$ cat config.mk
export PLATFORM = sky130hd
export DESIGN_NAME = fdip_ctrl_flat
export DESIGN_NICKNAME = d
export VERILOG_FILES = /design/src/rtl/format_directed_integer_printer_defines.svh /design/src/rtl/fdip_pkg.sv /design/src/rtl/fdip_if.sv /design/src/rtl/fdip_ctrl.sv /design/src/flat_wrapper.sv
export SDC_FILE = /design/constraint.sdc
export NUM_CORES = 1
export LEC_CHECK = 0
export BUFFER_PORTS_ARGS = -buffer_cell sky130_fd_sc_hd__buf_2
export CAP_MARGIN = 20
export CORE_MARGIN = 3
export CORE_UTILIZATION = 37
export DETAILED_ROUTE_END_ITERATION = 10
export GPL_ROUTABILITY_DRIVEN = 0
export GPL_TIMING_DRIVEN = 0
export PLACE_DENSITY_LB_ADDON = 0.08
export SYNTH_ARGS = -nofsm -noshare
export SYNTH_HDL_FRONTEND = slang
export SYNTH_SLANG_ARGS = --single-unit
$ cat constraint.sdc
create_clock -name clock -period 3.26 [get_ports clock]
set_input_delay 0.163 -clock clock [delete_from_list [all_inputs] [get_ports clock]]
set_output_delay 0.163 -clock clock [all_outputs]
set_load 0.01 [all_outputs]
$ cat src/rtl/format_directed_integer_printer_defines.svh
// assertion helpers shared by the top level
`ifndef FORMAT_DIRECTED_INTEGER_PRINTER_DEFINES_SVH
`define FORMAT_DIRECTED_INTEGER_PRINTER_DEFINES_SVH

`define FDIP_ASSERT_IMPL(label, clk, rst, ante, cons) \
   label: assert property (@(posedge clk) disable iff (rst) (ante) |-> (cons)) \
      else $error("assertion failed");

`define FDIP_ASSERT_NEXT(label, clk, rst, ante, cons) \
   label: assert property (@(posedge clk) disable iff (rst) (ante) |=> (cons)) \
      else $error("assertion failed");

`endif

$ cat src/rtl/fdip_pkg.sv
package fdip_pkg;

   localparam logic [7:0] CH_PCT   = 8'h25;
   localparam logic [7:0] CH_MINUS = 8'h2d;
   localparam logic [7:0] CH_ZERO  = 8'h30;
   localparam logic [7:0] CH_NINE  = 8'h39;
   localparam logic [7:0] CH_HASH  = 8'h23;
   localparam logic [7:0] CH_SPACE = 8'h20;
   localparam logic [7:0] CH_LB    = 8'h62;
   localparam logic [7:0] CH_LO    = 8'h6f;
   localparam logic [7:0] CH_LX    = 8'h78;
   localparam logic [7:0] CH_UX    = 8'h58;
   localparam logic [7:0] CH_LU    = 8'h75;
   localparam logic [7:0] CH_LC    = 8'h63;
   localparam logic [7:0] CH_LD    = 8'h64;

   localparam logic [1:0] PAD_RIGHT = 2'd0;
   localparam logic [1:0] PAD_LEFT  = 2'd1;
   localparam logic [1:0] PAD_ZERO  = 2'd2;

   localparam logic [2:0] RDX_BIN = 3'd0;
   localparam logic [2:0] RDX_OCT = 3'd1;
   localparam logic [2:0] RDX_HEX = 3'd2;
   localparam logic [2:0] RDX_HXU = 3'd3;
   localparam logic [2:0] RDX_DEC = 3'd4;

   // controller to datapath
   typedef struct packed {
      logic       load;       // capture value, start conversion
      logic [2:0] radix;
      logic       negate;     // use magnitude of signed value
      logic       step;       // one digit extraction
      logic       pop;        // drop one digit from the stack
   } dp_cmd_type;

   typedef struct packed {
      logic       done;       // value fully reduced
      logic [5:0] count;      // digits held
      logic [7:0] top_char;   // most significant digit held
      logic       neg;        // value was negative
   } dp_sts_type;

   function automatic logic [7:0] hex_char(input logic [3:0] d, input logic upper);
      logic [7:0] c;
      if (d < 4'd10) c = CH_ZERO + {4'd0, d};
      else if (upper) c = 8'h37 + {4'd0, d};
      else c = 8'h57 + {4'd0, d};
      return c;
   endfunction

endpackage

$ cat src/rtl/fdip_if.sv
interface fdip_req_if;
   logic        valid;
   logic        ready;
   logic [7:0]  fmt_char;
   logic signed [31:0] arg_value;
   modport source (output valid, fmt_char, arg_value, input ready);
   modport sink (input valid, fmt_char, arg_value, output ready);
endinterface

interface fdip_rsp_if;
   logic       valid;
   logic       ready;
   logic [7:0] out_char;
   logic       last;
   logic       error;
   modport source (output valid, out_char, last, error, input ready);
   modport sink (input valid, out_char, last, error, output ready);
endinterface

$ cat src/rtl/fdip_ctrl.sv
module fdip_ctrl #(
   parameter int MAX_WIDTH = 31
) (
   input  logic                 clock,
   input  logic                 reset,
   fdip_req_if.sink             req,
   fdip_rsp_if.source           rsp,
   output fdip_pkg::dp_cmd_type cmd,
   input  fdip_pkg::dp_sts_type sts
);
   localparam int WW = $clog2(MAX_WIDTH + 1);
   localparam logic [2:0] S_IDLE = 3'd0;
   localparam logic [2:0] S_CONV = 3'd1;
   localparam logic [2:0] S_PRE  = 3'd2;  // sign and left pad
   localparam logic [2:0] S_DIG  = 3'd3;
   localparam logic [2:0] S_POST = 3'd4;  // right pad then hash
   localparam logic [2:0] S_ONE  = 3'd5;  // single character pending

   logic [2:0]    st_ff, st_in;
   logic          pct_ff, pct_in;
   logic [1:0]    pad_ff, pad_in;
   logic [WW-1:0] wid_ff, wid_in;
   logic          wst_ff, wst_in, wcl_ff, wcl_in;
   logic          isd_ff, isd_in;
   logic          sgn_ff, sgn_in;      // sign still to print
   logic [WW-1:0] fill_ff, fill_in;
   logic [7:0]    ch_ff, ch_in;
   logic          err_ff, err_in;
   logic          ov_ff, ov_in;
   logic [7:0]    oc_ff, oc_in;
   logic          ol_ff, ol_in, oe_ff, oe_in;
   logic          take;
   logic          fire;
   logic [WW+3:0] wmul;
   logic [6:0]    ncnt;

   assign take = req.valid && req.ready;
   assign req.ready = (st_ff == S_IDLE) && !ov_ff;
   assign fire = !ov_ff || rsp.ready;
   assign rsp.valid = ov_ff;
   assign rsp.out_char = oc_ff;
   assign rsp.last = ol_ff;
   assign rsp.error = oe_ff;
   assign ncnt = {1'b0, sts.count} + {6'd0, sts.neg};

   always_comb begin
      st_in = st_ff; pct_in = pct_ff; pad_in = pad_ff; wid_in = wid_ff;
      wst_in = wst_ff; wcl_in = wcl_ff; isd_in = isd_ff; sgn_in = sgn_ff;
      fill_in = fill_ff; ch_in = ch_ff; err_in = err_ff;
      ov_in = ov_ff && !rsp.ready; oc_in = oc_ff; ol_in = ol_ff; oe_in = oe_ff;
      cmd = '0;
      wmul = '0;
      unique case (st_ff)
         S_IDLE: begin
            if (take) begin
               if (!pct_ff) begin
                  if (req.fmt_char == fdip_pkg::CH_PCT) pct_in = 1'b1;
                  else begin
                     ch_in = req.fmt_char; err_in = 1'b0; st_in = S_ONE;
                  end
               end else if (req.fmt_char == fdip_pkg::CH_MINUS ||
                            (req.fmt_char >= fdip_pkg::CH_ZERO &&
                             req.fmt_char <= fdip_pkg::CH_NINE)) begin
                  if (!wst_ff) begin
                     wst_in = 1'b1;
                     if (req.fmt_char == fdip_pkg::CH_MINUS) pad_in = fdip_pkg::PAD_LEFT;
                     else begin
                        pad_in = (req.fmt_char == fdip_pkg::CH_ZERO) ?
                                 fdip_pkg::PAD_ZERO : fdip_pkg::PAD_RIGHT;
                        wmul = (WW+4)'(req.fmt_char - fdip_pkg::CH_ZERO);
                        wid_in = (wmul > (WW+4)'(MAX_WIDTH)) ? WW'(MAX_WIDTH) : WW'(wmul);
                     end
                  end else if (req.fmt_char == fdip_pkg::CH_MINUS) wcl_in = 1'b1;
                  else if (!wcl_ff) begin
                     wmul = (WW+4)'(wid_ff) * (WW+4)'(10)
                          + (WW+4)'(req.fmt_char - fdip_pkg::CH_ZERO);
                     wid_in = (wmul > (WW+4)'(MAX_WIDTH)) ? WW'(MAX_WIDTH) : WW'(wmul);
                  end
               end else begin
                  pct_in = 1'b0;
                  isd_in = 1'b0;
                  case (req.fmt_char) inside
                     fdip_pkg::CH_PCT: begin
                        ch_in = fdip_pkg::CH_PCT; err_in = 1'b0; st_in = S_ONE;
                     end
                     fdip_pkg::CH_LC: begin
                        ch_in = req.arg_value[7:0]; err_in = 1'b0; st_in = S_ONE;
                     end
                     fdip_pkg::CH_LB, fdip_pkg::CH_LO, fdip_pkg::CH_LX,
                     fdip_pkg::CH_UX, fdip_pkg::CH_LU, fdip_pkg::CH_LD: begin
                        cmd.load = 1'b1;
                        cmd.negate = (req.fmt_char == fdip_pkg::CH_LD);
                        isd_in = cmd.negate;
                        case (req.fmt_char)
                           fdip_pkg::CH_LB: cmd.radix = fdip_pkg::RDX_BIN;
                           fdip_pkg::CH_LO: cmd.radix = fdip_pkg::RDX_OCT;
                           fdip_pkg::CH_LX: cmd.radix = fdip_pkg::RDX_HEX;
                           fdip_pkg::CH_UX: cmd.radix = fdip_pkg::RDX_HXU;
                           default:         cmd.radix = fdip_pkg::RDX_DEC;
                        endcase
                        st_in = S_CONV;
                     end
                     default: begin
                        ch_in = req.fmt_char; err_in = 1'b1; st_in = S_ONE;
                     end
                  endcase
               end
            end
         end
         S_ONE: begin
            if (fire) begin
               ov_in = 1'b1; oc_in = ch_ff; ol_in = 1'b1; oe_in = err_ff;
               st_in = S_IDLE;
            end
         end
         S_CONV: begin
            if (sts.done) begin
               sgn_in = sts.neg;
               fill_in = '0;
               if (isd_ff && wst_ff && wid_ff != '0 &&
                   ncnt < {{(7-WW){1'b0}}, wid_ff}) begin
                  fill_in = WW'({{(7-WW){1'b0}}, wid_ff} - ncnt);
               end
               st_in = S_PRE;
            end else cmd.step = 1'b1;
         end
         S_PRE: begin
            if (fire) begin
               if (pad_ff == fdip_pkg::PAD_LEFT && fill_ff != '0) begin
                  ov_in = 1'b1; oc_in = fdip_pkg::CH_SPACE; ol_in = 1'b0; oe_in = 1'b0;
                  fill_in = fill_ff - WW'(1);
               end else if (sgn_ff) begin
                  ov_in = 1'b1; oc_in = fdip_pkg::CH_MINUS; ol_in = 1'b0; oe_in = 1'b0;
                  sgn_in = 1'b0;
               end else if (pad_ff == fdip_pkg::PAD_ZERO && fill_ff != '0) begin
                  ov_in = 1'b1; oc_in = fdip_pkg::CH_ZERO; ol_in = 1'b0; oe_in = 1'b0;
                  fill_in = fill_ff - WW'(1);
               end else st_in = S_DIG;
            end
         end
         S_DIG: begin
            if (fire) begin
               ov_in = 1'b1; oc_in = sts.top_char; oe_in = 1'b0;
               cmd.pop = 1'b1;
               ol_in = (sts.count == 6'd1) &&
                       !(pad_ff == fdip_pkg::PAD_RIGHT && fill_ff != '0);
               if (sts.count == 6'd1) st_in = ol_in ? S_IDLE : S_POST;
            end
         end
         S_POST: begin
            if (fire) begin
               ov_in = 1'b1; ol_in = 1'b0; oe_in = 1'b0;
               if (fill_ff != '0) begin
                  oc_in = fdip_pkg::CH_SPACE; fill_in = fill_ff - WW'(1);
               end else begin
                  oc_in = fdip_pkg::CH_HASH; ol_in = 1'b1; st_in = S_IDLE;
               end
            end
         end
         default: st_in = S_IDLE;
      endcase
      // a finished signed decimal (d) conversion clears the width state
      if (st_ff != S_IDLE && st_in == S_IDLE && isd_ff) begin
         pad_in = fdip_pkg::PAD_RIGHT; wid_in = '0; wst_in = 1'b0; wcl_in = 1'b0;
         isd_in = 1'b0;
      end
   end

   always_ff @(posedge clock) begin
      if (reset) begin
         st_ff <= S_IDLE; pct_ff <= 1'b0; pad_ff <= fdip_pkg::PAD_RIGHT;
         wid_ff <= '0; wst_ff <= 1'b0; wcl_ff <= 1'b0; isd_ff <= 1'b0;
         ov_ff <= 1'b0;
      end else begin
         st_ff <= st_in; pct_ff <= pct_in; pad_ff <= pad_in; wid_ff <= wid_in;
         wst_ff <= wst_in; wcl_ff <= wcl_in; isd_ff <= isd_in; ov_ff <= ov_in;
      end
      sgn_ff <= sgn_in; fill_ff <= fill_in; ch_ff <= ch_in; err_ff <= err_in;
      oc_ff <= oc_in; ol_ff <= ol_in; oe_ff <= oe_in;
   end
endmodule

$ cat src/flat_wrapper.sv
// flat-port wrapper written by rule: the top's interface ports become plain ports
module fdip_ctrl_flat 
#(
   parameter int MAX_WIDTH = 31
)
  (clock, reset, cmd, sts, req_valid, req_fmt_char, req_arg_value, req_ready, rsp_valid, rsp_out_char, rsp_last, rsp_error, rsp_ready);
  fdip_req_if req_i ();
  fdip_rsp_if rsp_i ();
  input  logic clock;
  input  logic reset;
  output fdip_pkg::dp_cmd_type cmd;
  input  fdip_pkg::dp_sts_type sts;
  input wire logic [$bits(req_i.valid)-1:0] req_valid;
  input wire logic [$bits(req_i.fmt_char)-1:0] req_fmt_char;
  input wire logic [$bits(req_i.arg_value)-1:0] req_arg_value;
  output wire logic [$bits(req_i.ready)-1:0] req_ready;
  output wire logic [$bits(rsp_i.valid)-1:0] rsp_valid;
  output wire logic [$bits(rsp_i.out_char)-1:0] rsp_out_char;
  output wire logic [$bits(rsp_i.last)-1:0] rsp_last;
  output wire logic [$bits(rsp_i.error)-1:0] rsp_error;
  input wire logic [$bits(rsp_i.ready)-1:0] rsp_ready;
  assign req_i.valid = req_valid;
  assign req_i.fmt_char = req_fmt_char;
  assign req_i.arg_value = req_arg_value;
  assign req_ready = req_i.ready;
  assign rsp_valid = rsp_i.valid;
  assign rsp_out_char = rsp_i.out_char;
  assign rsp_last = rsp_i.last;
  assign rsp_error = rsp_i.error;
  assign rsp_i.ready = rsp_ready;
  fdip_ctrl #(.MAX_WIDTH(MAX_WIDTH)) u_core (.clock(clock), .reset(reset), .req(req_i), .rsp(rsp_i), .cmd(cmd), .sts(sts));
endmodule
==> results of run 1 <==
==> worst register-to-register path, delay by kind of cell, from the launching register on <==
family | cells | cell delay [ns]
flops | 1 | 0.37
compound gates | 4 | 0.79
fa+ha+maj | 4 | 1.38
simple gates | 2 | 0.46
==> path summary, 6_finish.rpt <==
| path | from | end | slack [ns] | cells past startpoint |
|---|---|---|---|---|
| worst max-delay path | u_core.wid_ff[1] | u_core.wid_ff[3] | 0.14 | 10 |
| worst min-delay path | reset | u_core.pct_ff | 0.10 | 2 |
| worst max register to register | u_core.wid_ff[1] | u_core.wid_ff[3] | 0.14 | 10 |
| worst min register to register | u_core.isd_ff | u_core.isd_ff | 0.53 | 2 |
==> cell families after synthesis <==
kind of cell | synth area share
flops | 0.306
xor+xnor | 0.0433
simple gates | 0.236
compound gates | 0.222
mux | 0.0208
fa+ha+maj | 0.127
buf+inv | 0.0452
==> area by class of cell <==
| cell class | instances | share of cell area |
|---|---|---|
| buffer | 12 | 0.0153 |
| clock buffer | 6 | 0.0206 |
| clock inverter | 2 | 0.00375 |
| inverter | 25 | 0.0234 |
| multi-input combinational | 291 | 0.566 |
| sequential | 40 | 0.264 |
| tap | 108 | 0.0337 |
| timing repair buffer | 56 | 0.0724 |
==> power breakdown <==
part,leakage [nW],internal [mW],switching [mW]
Combinational,1.31,0.214,0.316
Sequential,0.359,0.637,0.0423
Clock,0.0434,0.171,0.173
Total,1.71,1.02,0.531
==> placed cells by master (no fill, tap or decap), types with 4 or more instances in the layout <==
| cell type | n |
|---|---|
| buf_2 | 59 |
| nand2_1 | 28 |
| ha_1 | 28 |
| nor2_1 | 27 |
| a21oi_1 | 25 |
| edfxtp_1 | 25 |
| inv_1 | 24 |
| nand3_1 | 16 |
| nor2b_1 | 12 |
| o21ai_0 | 11 |
| xnor2_1 | 10 |
| dfxtp_1 | 10 |
| a21o_1 | 9 |
| xor2_1 | 7 |
| and2_1 | 6 |
| buf_4 | 6 |
| mux2i_1 | 6 |
| clkbuf_8 | 6 |
| nand4_1 | 5 |
| o22ai_1 | 5 |
| a22o_1 | 5 |
| a31oi_1 | 5 |
| nand2b_1 | 5 |
| a221o_1 | 4 |
| nand4_2 | 4 |
| nor3_1 | 4 |
| a211oi_1 | 4 |
| dfxtp_2 | 4 |
==> synthesized netlist by cell type (6+ instances only) <==
library cell | number | area (µm²)
nor2b_1 | 12 | 75.1
and2_1 | 6 | 37.5
a21o_1 | 9 | 67.6
ha_1 | 30 | 375
xnor2_1 | 10 | 87.6
nand3_1 | 17 | 85.1
dfxtp_1 | 15 | 300
nor2_1 | 27 | 101
a21oi_1 | 25 | 125
inv_1 | 24 | 90.1
edfxtp_1 | 25 | 751
mux2i_1 | 6 | 60.1
xor2_1 | 7 | 61.3
buf_2 | 7 | 35.0
o21ai_0 | 11 | 55.1
nand2_1 | 28 | 105
==> flip-flops by register name, indices dropped and copies added (netlist names) <==
| name | count |
|---|---|
| u_core.wcl_ff | 1 |
| u_core.rsp.last | 1 |
| u_core.err_ff | 1 |
| u_core.ch_ff | 8 |
| u_core.rsp.out_char | 8 |
| u_core.st_ff | 3 |
| u_core.fill_ff | 5 |
| u_core.pad_ff | 2 |
| u_core.wid_ff | 5 |
| u_core.sgn_ff | 1 |
| u_core.rsp.error | 1 |
| u_core.pct_ff | 1 |
| u_core.rsp.valid | 1 |
| u_core.isd_ff | 1 |
| u_core.wst_ff | 1 |
==> metal layers <==
layer / track usage / up-vias / part of all wire
li1: - / 1491 / -
met1: 0.232 / 1372 / 0.50
met2: 0.276 / 56 / 0.46
met3: 0.0212 / 6 / 0.028
met4: 0.0454 / 0 / 0.012
met5: 0 / - / 0
==> repair_timing <==
| action | 4_1_cts | 5_1_grt |
|---|---|---|
| gates resized for setup | 2 | 11 |
| setup endpoints to repair | 1 | 5 |
| buffers inserted | 0 | 4 |
| pin swaps | 0 | 4 |
==> stage by stage <==
step                hold WS, ns  instance area (µm²)   util  total power [mW]
floorplan                 0.232                 3440      -              1.05
global placement          0.411                 3830  0.431              1.21
detailed placement        0.416                 3830  0.431              1.21
CTS                      0.0913                 3930  0.442              1.56
global route             0.0953                 4010  0.451              1.65
finish                    0.100                 4010  0.451              1.55
==> impl_metrics.env, run 1 <==
export IMPL_dp_cells=528
export IMPL_vias=2925
export IMPL_grt_pass1_vias=2804
export IMPL_io_pins=79
export IMPL_die_w_um=102
export IMPL_drive_above_1_share=0.259
export IMPL_clk_pin_slew_ns=0.08
export IMPL_max_freq_mhz=320
export IMPL_crit_buf_inv=0
export IMPL_maxCapViolations=0
export IMPL_htreeDepth=2
export IMPL_fin_tns_setup_ns=0
export IMPL_clock_root_buffer="clkbuf_8"
export IMPL_critPathTopFamily="adder cells"
export IMPL_drtIter0Drc=92
export IMPL_wl_per_cell_um=16.1
export IMPL_cts_buffer_depth=2
export IMPL_power_density_mw_per_mm2=388
export IMPL_cts_hold_buf=0
export IMPL_grt_util_all_layers=0.168
export IMPL_setup_violations=0
export IMPL_ant_nets=0
export IMPL_ys_seq_area_frac=0.306
export IMPL_worstSkewPairLatency_ns=0.29
export IMPL_holdCritPathClass="in2reg"
export IMPL_grt_first_pass_wirelength_um=13900
export IMPL_vias_per_cell=5.42
export IMPL_cts_tree="built"
export IMPL_async_reset_ff_frac=0
export IMPL_worst_slew_pin_slew_ns=0.910
export IMPL_cp_required_ns=3.42
export IMPL_critical_path_class="reg2reg"
export IMPL_core_area_mm2=0.00889
export IMPL_critPathSlowestCell="fa_2"
export IMPL_fin_ws_ns=0.136
export IMPL_yosysWarnings=0
export IMPL_synth_cell_types=76
export IMPL_fin_crit_sh=0.958
export IMPL_fp_row_count=34
export IMPL_netlist_instances=368
export IMPL_syn_area_mm2=0.00344
export IMPL_synth_net_count=461
export IMPL_start_util=0.386
export IMPL_drt_pass1_iter_count=4
export IMPL_routed_wl_um=8690
export IMPL_dp_slack_ns=0.00608
export IMPL_maxSlewViolCount=0
export IMPL_end_kind="flip-flop"
export IMPL_max_stage_delay_ns=0.55
export IMPL_diodes=0
export IMPL_timing_final_crit_period_ns=3.12
export IMPL_status="complete, no violations"
export IMPL_fill_cells=874
export IMPL_antenna_found_initial=0
export IMPL_drc=0
export IMPL_cts_sinks=40
export IMPL_worstPathCellList="ha_1 -> ha_1 -> fa_2 -> ha_2 -> a211o_1 -> a21oi_1 -> o221a_2 -> nand3_4 -> nor4_4 -> a211oi_1"
export IMPL_die_h_um=102
export IMPL_critPathMaxFanout=7
export IMPL_p_leak_nw=1.71
export IMPL_grt_max_degree=14
export IMPL_area_growth_pct=16.6
export IMPL_num_nets_final=524
export IMPL_port_buffers=52
export IMPL_final_cells=540
export IMPL_ir_drop_mv=0.199
export IMPL_seqCellArea_mm2=0.00106
export IMPL_crit_top_cell="ha_1"
export IMPL_startpoint_type="flip-flop"
export IMPL_synth_edff_count=25
export IMPL_worstPathArrival_ns=3.29
export IMPL_ys_ff_latch=40
export IMPL_finalHoldViolations=0
export IMPL_yosys_most_used_dff="edfxtp_1"
export IMPL_avgSynthCellArea_um2=9.34
export IMPL_hpwlAfterDp_um=6900
export IMPL_die_area_mm2=0.0105
export IMPL_multi_input_area_mm2=0.00227
export IMPL_clock_skew_ns=0.00693
export IMPL_max_slew_margin=0.394
export IMPL_cts_inserted_buffers=5
export IMPL_overflow=0
(Power assumes the default switching activity.)
==> run 2, diff against run 1 <==
Settings changed: CAP_MARGIN 20 to unset, SETUP_SLACK_MARGIN set to 0.2.
==> run 2 against run 1 <==
Via count up 1.0%; flip-flop and latch count unchanged; first-iteration DRC count is 11% higher; critical path depth up 1; register-to-register slack improved by 0.17 ns; non-clock buffer count unchanged; power about the same; utilization grew 0.59 points; cell area is 1.3% higher; worst setup slack improved by 0.17 ns; clock-buffer cell count did not move; routed wire length is 1.2% higher; highest routed layer unchanged.
==> impl_metrics.env, run 2 (same netlist as run 1, synthesis figures left out) <==
export IMPL_worstPathArrival_ns=3.11
export IMPL_start_util=0.386
export IMPL_max_freq_mhz=339
export IMPL_critical_path_class="reg2reg"
export IMPL_ant_nets=0
export IMPL_fin_tns_setup_ns=0
export IMPL_finalHoldViolations=0
export IMPL_area_growth_pct=18.2
export IMPL_clk_pin_slew_ns=0.08
export IMPL_drc=0
export IMPL_cts_buffer_depth=2
export IMPL_fp_row_count=34
export IMPL_diodes=0
export IMPL_htreeDepth=2
export IMPL_drtIter0Drc=102
export IMPL_final_cell_mix="buf_2, nand2_1, nor2_1"
export IMPL_cts_sinks=40
export IMPL_core_area_mm2=0.00889
export IMPL_grt_max_degree=14
export IMPL_final_cells=540
export IMPL_antenna_found_initial=0
export IMPL_vias_per_cell=5.47
export IMPL_cp_required_ns=3.42
export IMPL_p_leak_nw=1.71
export IMPL_grt_pass1_vias=2844
export IMPL_worst_slew_pin_slew_ns=0.909
export IMPL_overflow=0
export IMPL_startpoint_type="flip-flop"
export IMPL_maxSlewViolCount=0
export IMPL_num_nets_final=524
export IMPL_status="complete, no violations"
export IMPL_grt_util_all_layers=0.171
export IMPL_clock_skew_ns=0.00651
export IMPL_die_area_mm2=0.0105
export IMPL_maxCapViolations=0
export IMPL_drt_pass1_iter_count=4
export IMPL_worstSkewPairLatency_ns=0.29
export IMPL_ir_drop_mv=0.199
export IMPL_cts_tree="built"
export IMPL_end_kind="flip-flop"
export IMPL_holdCritPathClass="in2reg"
export IMPL_max_slew_margin=0.394
export IMPL_final_common_cell="buf_2"
export IMPL_hpwlAfterDp_um=6900
export IMPL_timing_final_crit_period_ns=2.95
export IMPL_critPathMaxFanout=6
export IMPL_routed_wl_um=8800
export IMPL_rsz0062_at_grt="false"
export IMPL_cts_hold_buf=0
export IMPL_drive_above_1_share=0.266
export IMPL_wl_per_cell_um=16.3
export IMPL_port_buffers=52
export IMPL_clock_root_buffer="clkbuf_8"
export IMPL_setup_violations=0
export IMPL_die_w_um=102
export IMPL_io_pins=79
export IMPL_dp_cells=528
export IMPL_cts_inserted_buffers=5
export IMPL_grt_first_pass_wirelength_um=14200
export IMPL_power_density_mw_per_mm2=383
export IMPL_fin_crit_sh=0.906
export IMPL_vias=2955
export IMPL_die_h_um=102
==> run 2: timing repair <==
| item | 4_1_cts | 5_1_grt |
|---|---|---|
| setup endpoints to repair | 5 | 4 |
| pin swaps | 8 | 5 |
| gates resized for setup | 19 | 2 |
| buffers inserted | 4 | 0 |
==> run 2: path summary, 6_finish.rpt <==
kind | from | endpoint | slack, ns | cells past startpoint
setup / recovery | u_core.wid_ff[0] | u_core.wid_ff[2] | 0.31 | 11
hold reg to reg | u_core.isd_ff | u_core.isd_ff | 0.53 | 2
setup reg to reg | u_core.wid_ff[0] | u_core.wid_ff[2] | 0.31 | 11
hold / removal | reset | u_core.pct_ff | 0.10 | 2
==> run 2: metal layers <==
metal	part of all wire	up-vias	wire, µm	track usage
li1	-	1493	-	-
met1	0.49	1394	4290	0.234
met2	0.47	62	4110	0.285
met3	0.033	6	286	0.0212
met4	0.012	0	106	0.0454
met5	0	-	0	0
==> run 2: layout make-up <==
class	count	area, µm²
plain buffers	12	61.3
clock buffers	6	82.6
clock inverters	2	15.0
fillers	875	4830
inverters	25	93.8
multi-input cells	291	2320
flip-flops and latches	40	1060
well taps	108	135
repair buffers	56	290
==> run 2: worst max-delay path, cell delays in order (launching register included) <==
cell and delay (ns):
dfxtp_2 0.37, ha_1 0.24, ha_4 0.18, fa_2 0.40, xor2_1 0.17, ha_1 0.31, buf_4 0.15, nand2_1 0.07
a21oi_1 0.08, o31a_1 0.36, nor4_4 0.37, a211oi_1 0.12
==> run 2: report_power, final <==
part           switching, mW  total, mW  internal (mW)  leakage [nW]
registers             0.0420      0.678          0.636         0.360
logic                  0.318      0.531          0.214          1.30
clock network          0.174      0.345          0.171        0.0434
==> run 2: stage by stage <==
stage	util	total power [mW]	area, µm²	hold slack, ns	worst slack (ns)
2_1_floorplan	-	1.05	3440	0.232	0.282
3_3_place_gp	0.431	1.21	3830	0.411	-0.00179
3_5_place_dp	0.431	1.21	3830	0.416	0.00608
4_1_cts	0.455	1.57	4050	0.0913	0.216
5_1_grt	0.457	1.65	4060	0.0953	0.183
6_report	0.457	1.55	4060	0.101	0.307
==> run 3, diff against run 2 <==
Settings changed: ABC_AREA set to 1, CORE_UTILIZATION 37 to 50, MAX_ROUTING_LAYER set to met4.
==> run 3 against run 2 <==
Register-to-register slack improved by 0.18 ns; clock skew up 0.0037 ns; clock-buffer cell count is 1 lower; power up 42%; combinational power up 75%; flip-flop and latch count unchanged; hold slack better by 0.0049 ns; synthesized cell count is 27% higher; largest cell class unchanged; largest power group is now combinational logic.
==> impl_metrics.env, run 3 <==
export IMPL_status="complete, no violations"
export IMPL_grt_first_pass_wirelength_um=12800
export IMPL_hpwlAfterDp_um=6480
export IMPL_max_freq_mhz=360
export IMPL_yosysWarnings=0
export IMPL_synth_edff_count=25
export IMPL_ys_ff_latch=40
export IMPL_maxSlewViolCount=0
export IMPL_timing_final_crit_period_ns=2.78
export IMPL_vias_per_cell=5.21
export IMPL_vias=3175
export IMPL_hold_start="reset"
export IMPL_critPathMaxFanout=5
export IMPL_diodes=0
export IMPL_htreeDepth=2
export IMPL_synth_most_common_cell="nand2_1"
export IMPL_clock_skew_ns=0.0102
export IMPL_ir_drop_mv=0.192
export IMPL_yosys_most_used_dff="edfxtp_1"
export IMPL_wl_per_cell_um=12.7
export IMPL_r2r_start="u_core.wid_ff[1]"
export IMPL_drtIter0Drc=178
export IMPL_port_buffers=54
export IMPL_num_nets_final=624
export IMPL_die_w_um=88.9
export IMPL_drt_pass1_iter_count=4
export IMPL_cp_required_ns=3.44
export IMPL_p_leak_nw=1.97
export IMPL_routed_wl_um=7740
export IMPL_fin_tns_setup_ns=0
export IMPL_power_density_mw_per_mm2=562
export IMPL_placed_cell_area_mm2=0.00380
export IMPL_drc=0
export IMPL_intPower_mw=1.33
export IMPL_setup_violations=0
export IMPL_fin_ws_ns=0.485
export IMPL_ys_seq_area_frac=0.306
export IMPL_clk_pin_slew_ns=0.09
export IMPL_clock_root_buffer="clkbuf_8"
export IMPL_syn_area_mm2=0.00343
export IMPL_maxCapViolations=0
export IMPL_die_h_um=88.9
export IMPL_final_cell_mix="nand2_1, inv_1, nor2_1"
export IMPL_netlist_top_cells_area="edfxtp_1, nand2_1, ha_1"
export IMPL_dp_slack_ns=0.289
export IMPL_start_util=0.529
export IMPL_avgSynthCellArea_um2=7.32
export IMPL_io_pins=79
export IMPL_finalHoldViolations=0
export IMPL_p_comb_frac=0.420
export IMPL_switchingPower_mw=0.877
export IMPL_core_area_mm2=0.00649
export IMPL_antenna_found_initial=0
export IMPL_final_common_cell="nand2_1"
export IMPL_fp_row_count=29
export IMPL_cts_buffer_depth=2
export IMPL_grt_pass1_vias=2829
export IMPL_holdCritPathClass="in2reg"
export IMPL_area_growth_pct=14.5
export IMPL_synth_net_count=562
export IMPL_drive_above_1_share=0.218
export IMPL_crit_start="u_core.wid_ff[1]"
export IMPL_worstSkewPairLatency_ns=0.29
export IMPL_synth_commonest_cells="nand2_1, inv_1, nor2_1, nand3_1, ha_1"
export IMPL_power_frac_clock=0.186
export IMPL_netlist_instances=469
export IMPL_synth_cell_types=40
export IMPL_fin_area_mm2=0.00393
export IMPL_overflow=0
export IMPL_cts_tree="built"
export IMPL_yosys_area_top_type_share=0.219
export IMPL_end_kind="flip-flop"
export IMPL_cts_sinks=40
export IMPL_die_area_mm2=0.00790
export IMPL_critical_path_class="reg2reg"
export IMPL_synth_largest_area_cell="edfxtp_1"
export IMPL_fin_crit_sh=0.851
export IMPL_worst_slew_pin_slew_ns=1.30
export IMPL_p_sw_frac=0.397
export IMPL_rsz0062_at_grt="false"
export IMPL_max_slew_margin=0.137
export IMPL_worstPathArrival_ns=2.96
export IMPL_startpoint_type="flip-flop"
export IMPL_pwr_share_seq=0.394
export IMPL_grt_max_degree=15
export IMPL_cts_inserted_buffers=5
export IMPL_grt_util_all_layers=0.210
export IMPL_ant_nets=0
export IMPL_async_reset_ff_frac=0
[run 3: changes by cell type in the layout (fill, tap and decap cells not counted), moves of 9 or more]
cell / before / now
a21o_1: 9 / 0
inv_1: 24 / 66
nor2b_1: 12 / 0
inv_2: 1 / 11
nor2_1: 27 / 55
nand2_1: 28 / 106
nand3_1: 16 / 34
[run 3: worst max-delay path, stage by stage, from the launching register on]
cell and delay (ns):
dfxtp_2 0.36, ha_1 0.30, ha_1 0.23, fa_2 0.37, xor2_1 0.17, ha_1 0.35, a21oi_1 0.21, nand3_1 0.09
nand2_1 0.06, nand2_1 0.04, inv_1 0.04, nand3_1 0.10, nand2_2 0.12, nand3_1 0.09, nand2_1 0.11, nor2_4 0.03
[run 3: through the flow]
step	total power, mW	utilization	hold slack (ns)	std cells
after floorplan	1.54	-	0.232	469
after global placement	1.78	0.585	0.411	600
after detailed placement	1.81	0.585	0.414	600
after CTS	2.22	0.603	0.102	608
after global routing	2.39	0.605	0.103	609
final	2.21	0.605	0.106	609
[run 3: cell type report]
class | count | area, µm²
clock inverters | 3 | 47.5
repair buffers | 55 | 278
clock buffers | 5 | 68.8
fillers | 639 | 2560
multi-input cells | 349 | 2080
well taps | 77 | 96.3
plain buffers | 2 | 7.51
flip-flops and latches | 40 | 1050
inverters | 78 | 298
[run 3: worst paths after layout]
kind / to / slack (ns) / cells past startpoint
worst max-delay path: u_core.wid_ff[0] / 0.48 / 15
worst min register to register: u_core.rsp.out_char[2] / 0.53 / 2
worst max register to register: u_core.wid_ff[0] / 0.48 / 15
worst min-delay path: u_core.rsp.valid / 0.11 / 2
[run 3: what timing repair did]
item / CTS / global route
hold buffers: 0 / 0
endpoints found under the setup margin: 0 / 5
hold endpoints to repair: 0 / 0
setup buffers: 0 / 1
gates resized for setup: 0 / 4
[run 3: metal layers]
layer,part of all wire,routed length (µm),GRT usage,vias up
li1,-,-,-,1660
met1,0.46,3520,0.271,1421
met2,0.49,3760,0.356,86
met3,0.048,369,0.0261,8
met4,0.011,86,0.0398,0
met5,0,0,-,-
[run 3: cells by family (layout without fill, tap and decap cells)]
| family | count (synthesis) | after routing | share of synthesized area |
|---|---|---|---|
| buffers and inverters | 80 | 143 | 0.0889 |
| adders and majority gates | 33 | 33 | 0.127 |
| and+or+nand+nor | 243 | 243 | 0.342 |
| DFF | 40 | 40 | 0.306 |
| xor gates and xnor gates | 11 | 11 | 0.0281 |
| AOI/OAI and AO/OA | 62 | 62 | 0.108 |
[run 3: power by group through the flow]
stage                     Combinational [mW]  Clock, mW  Sequential [mW]
after CTS                              0.931      0.422            0.870
after floorplan                        0.634          0            0.902
after global routing                    1.06      0.440            0.891
after detailed placement               0.928          0            0.882
final                                  0.927      0.412            0.870
after global placement                 0.906          0            0.875
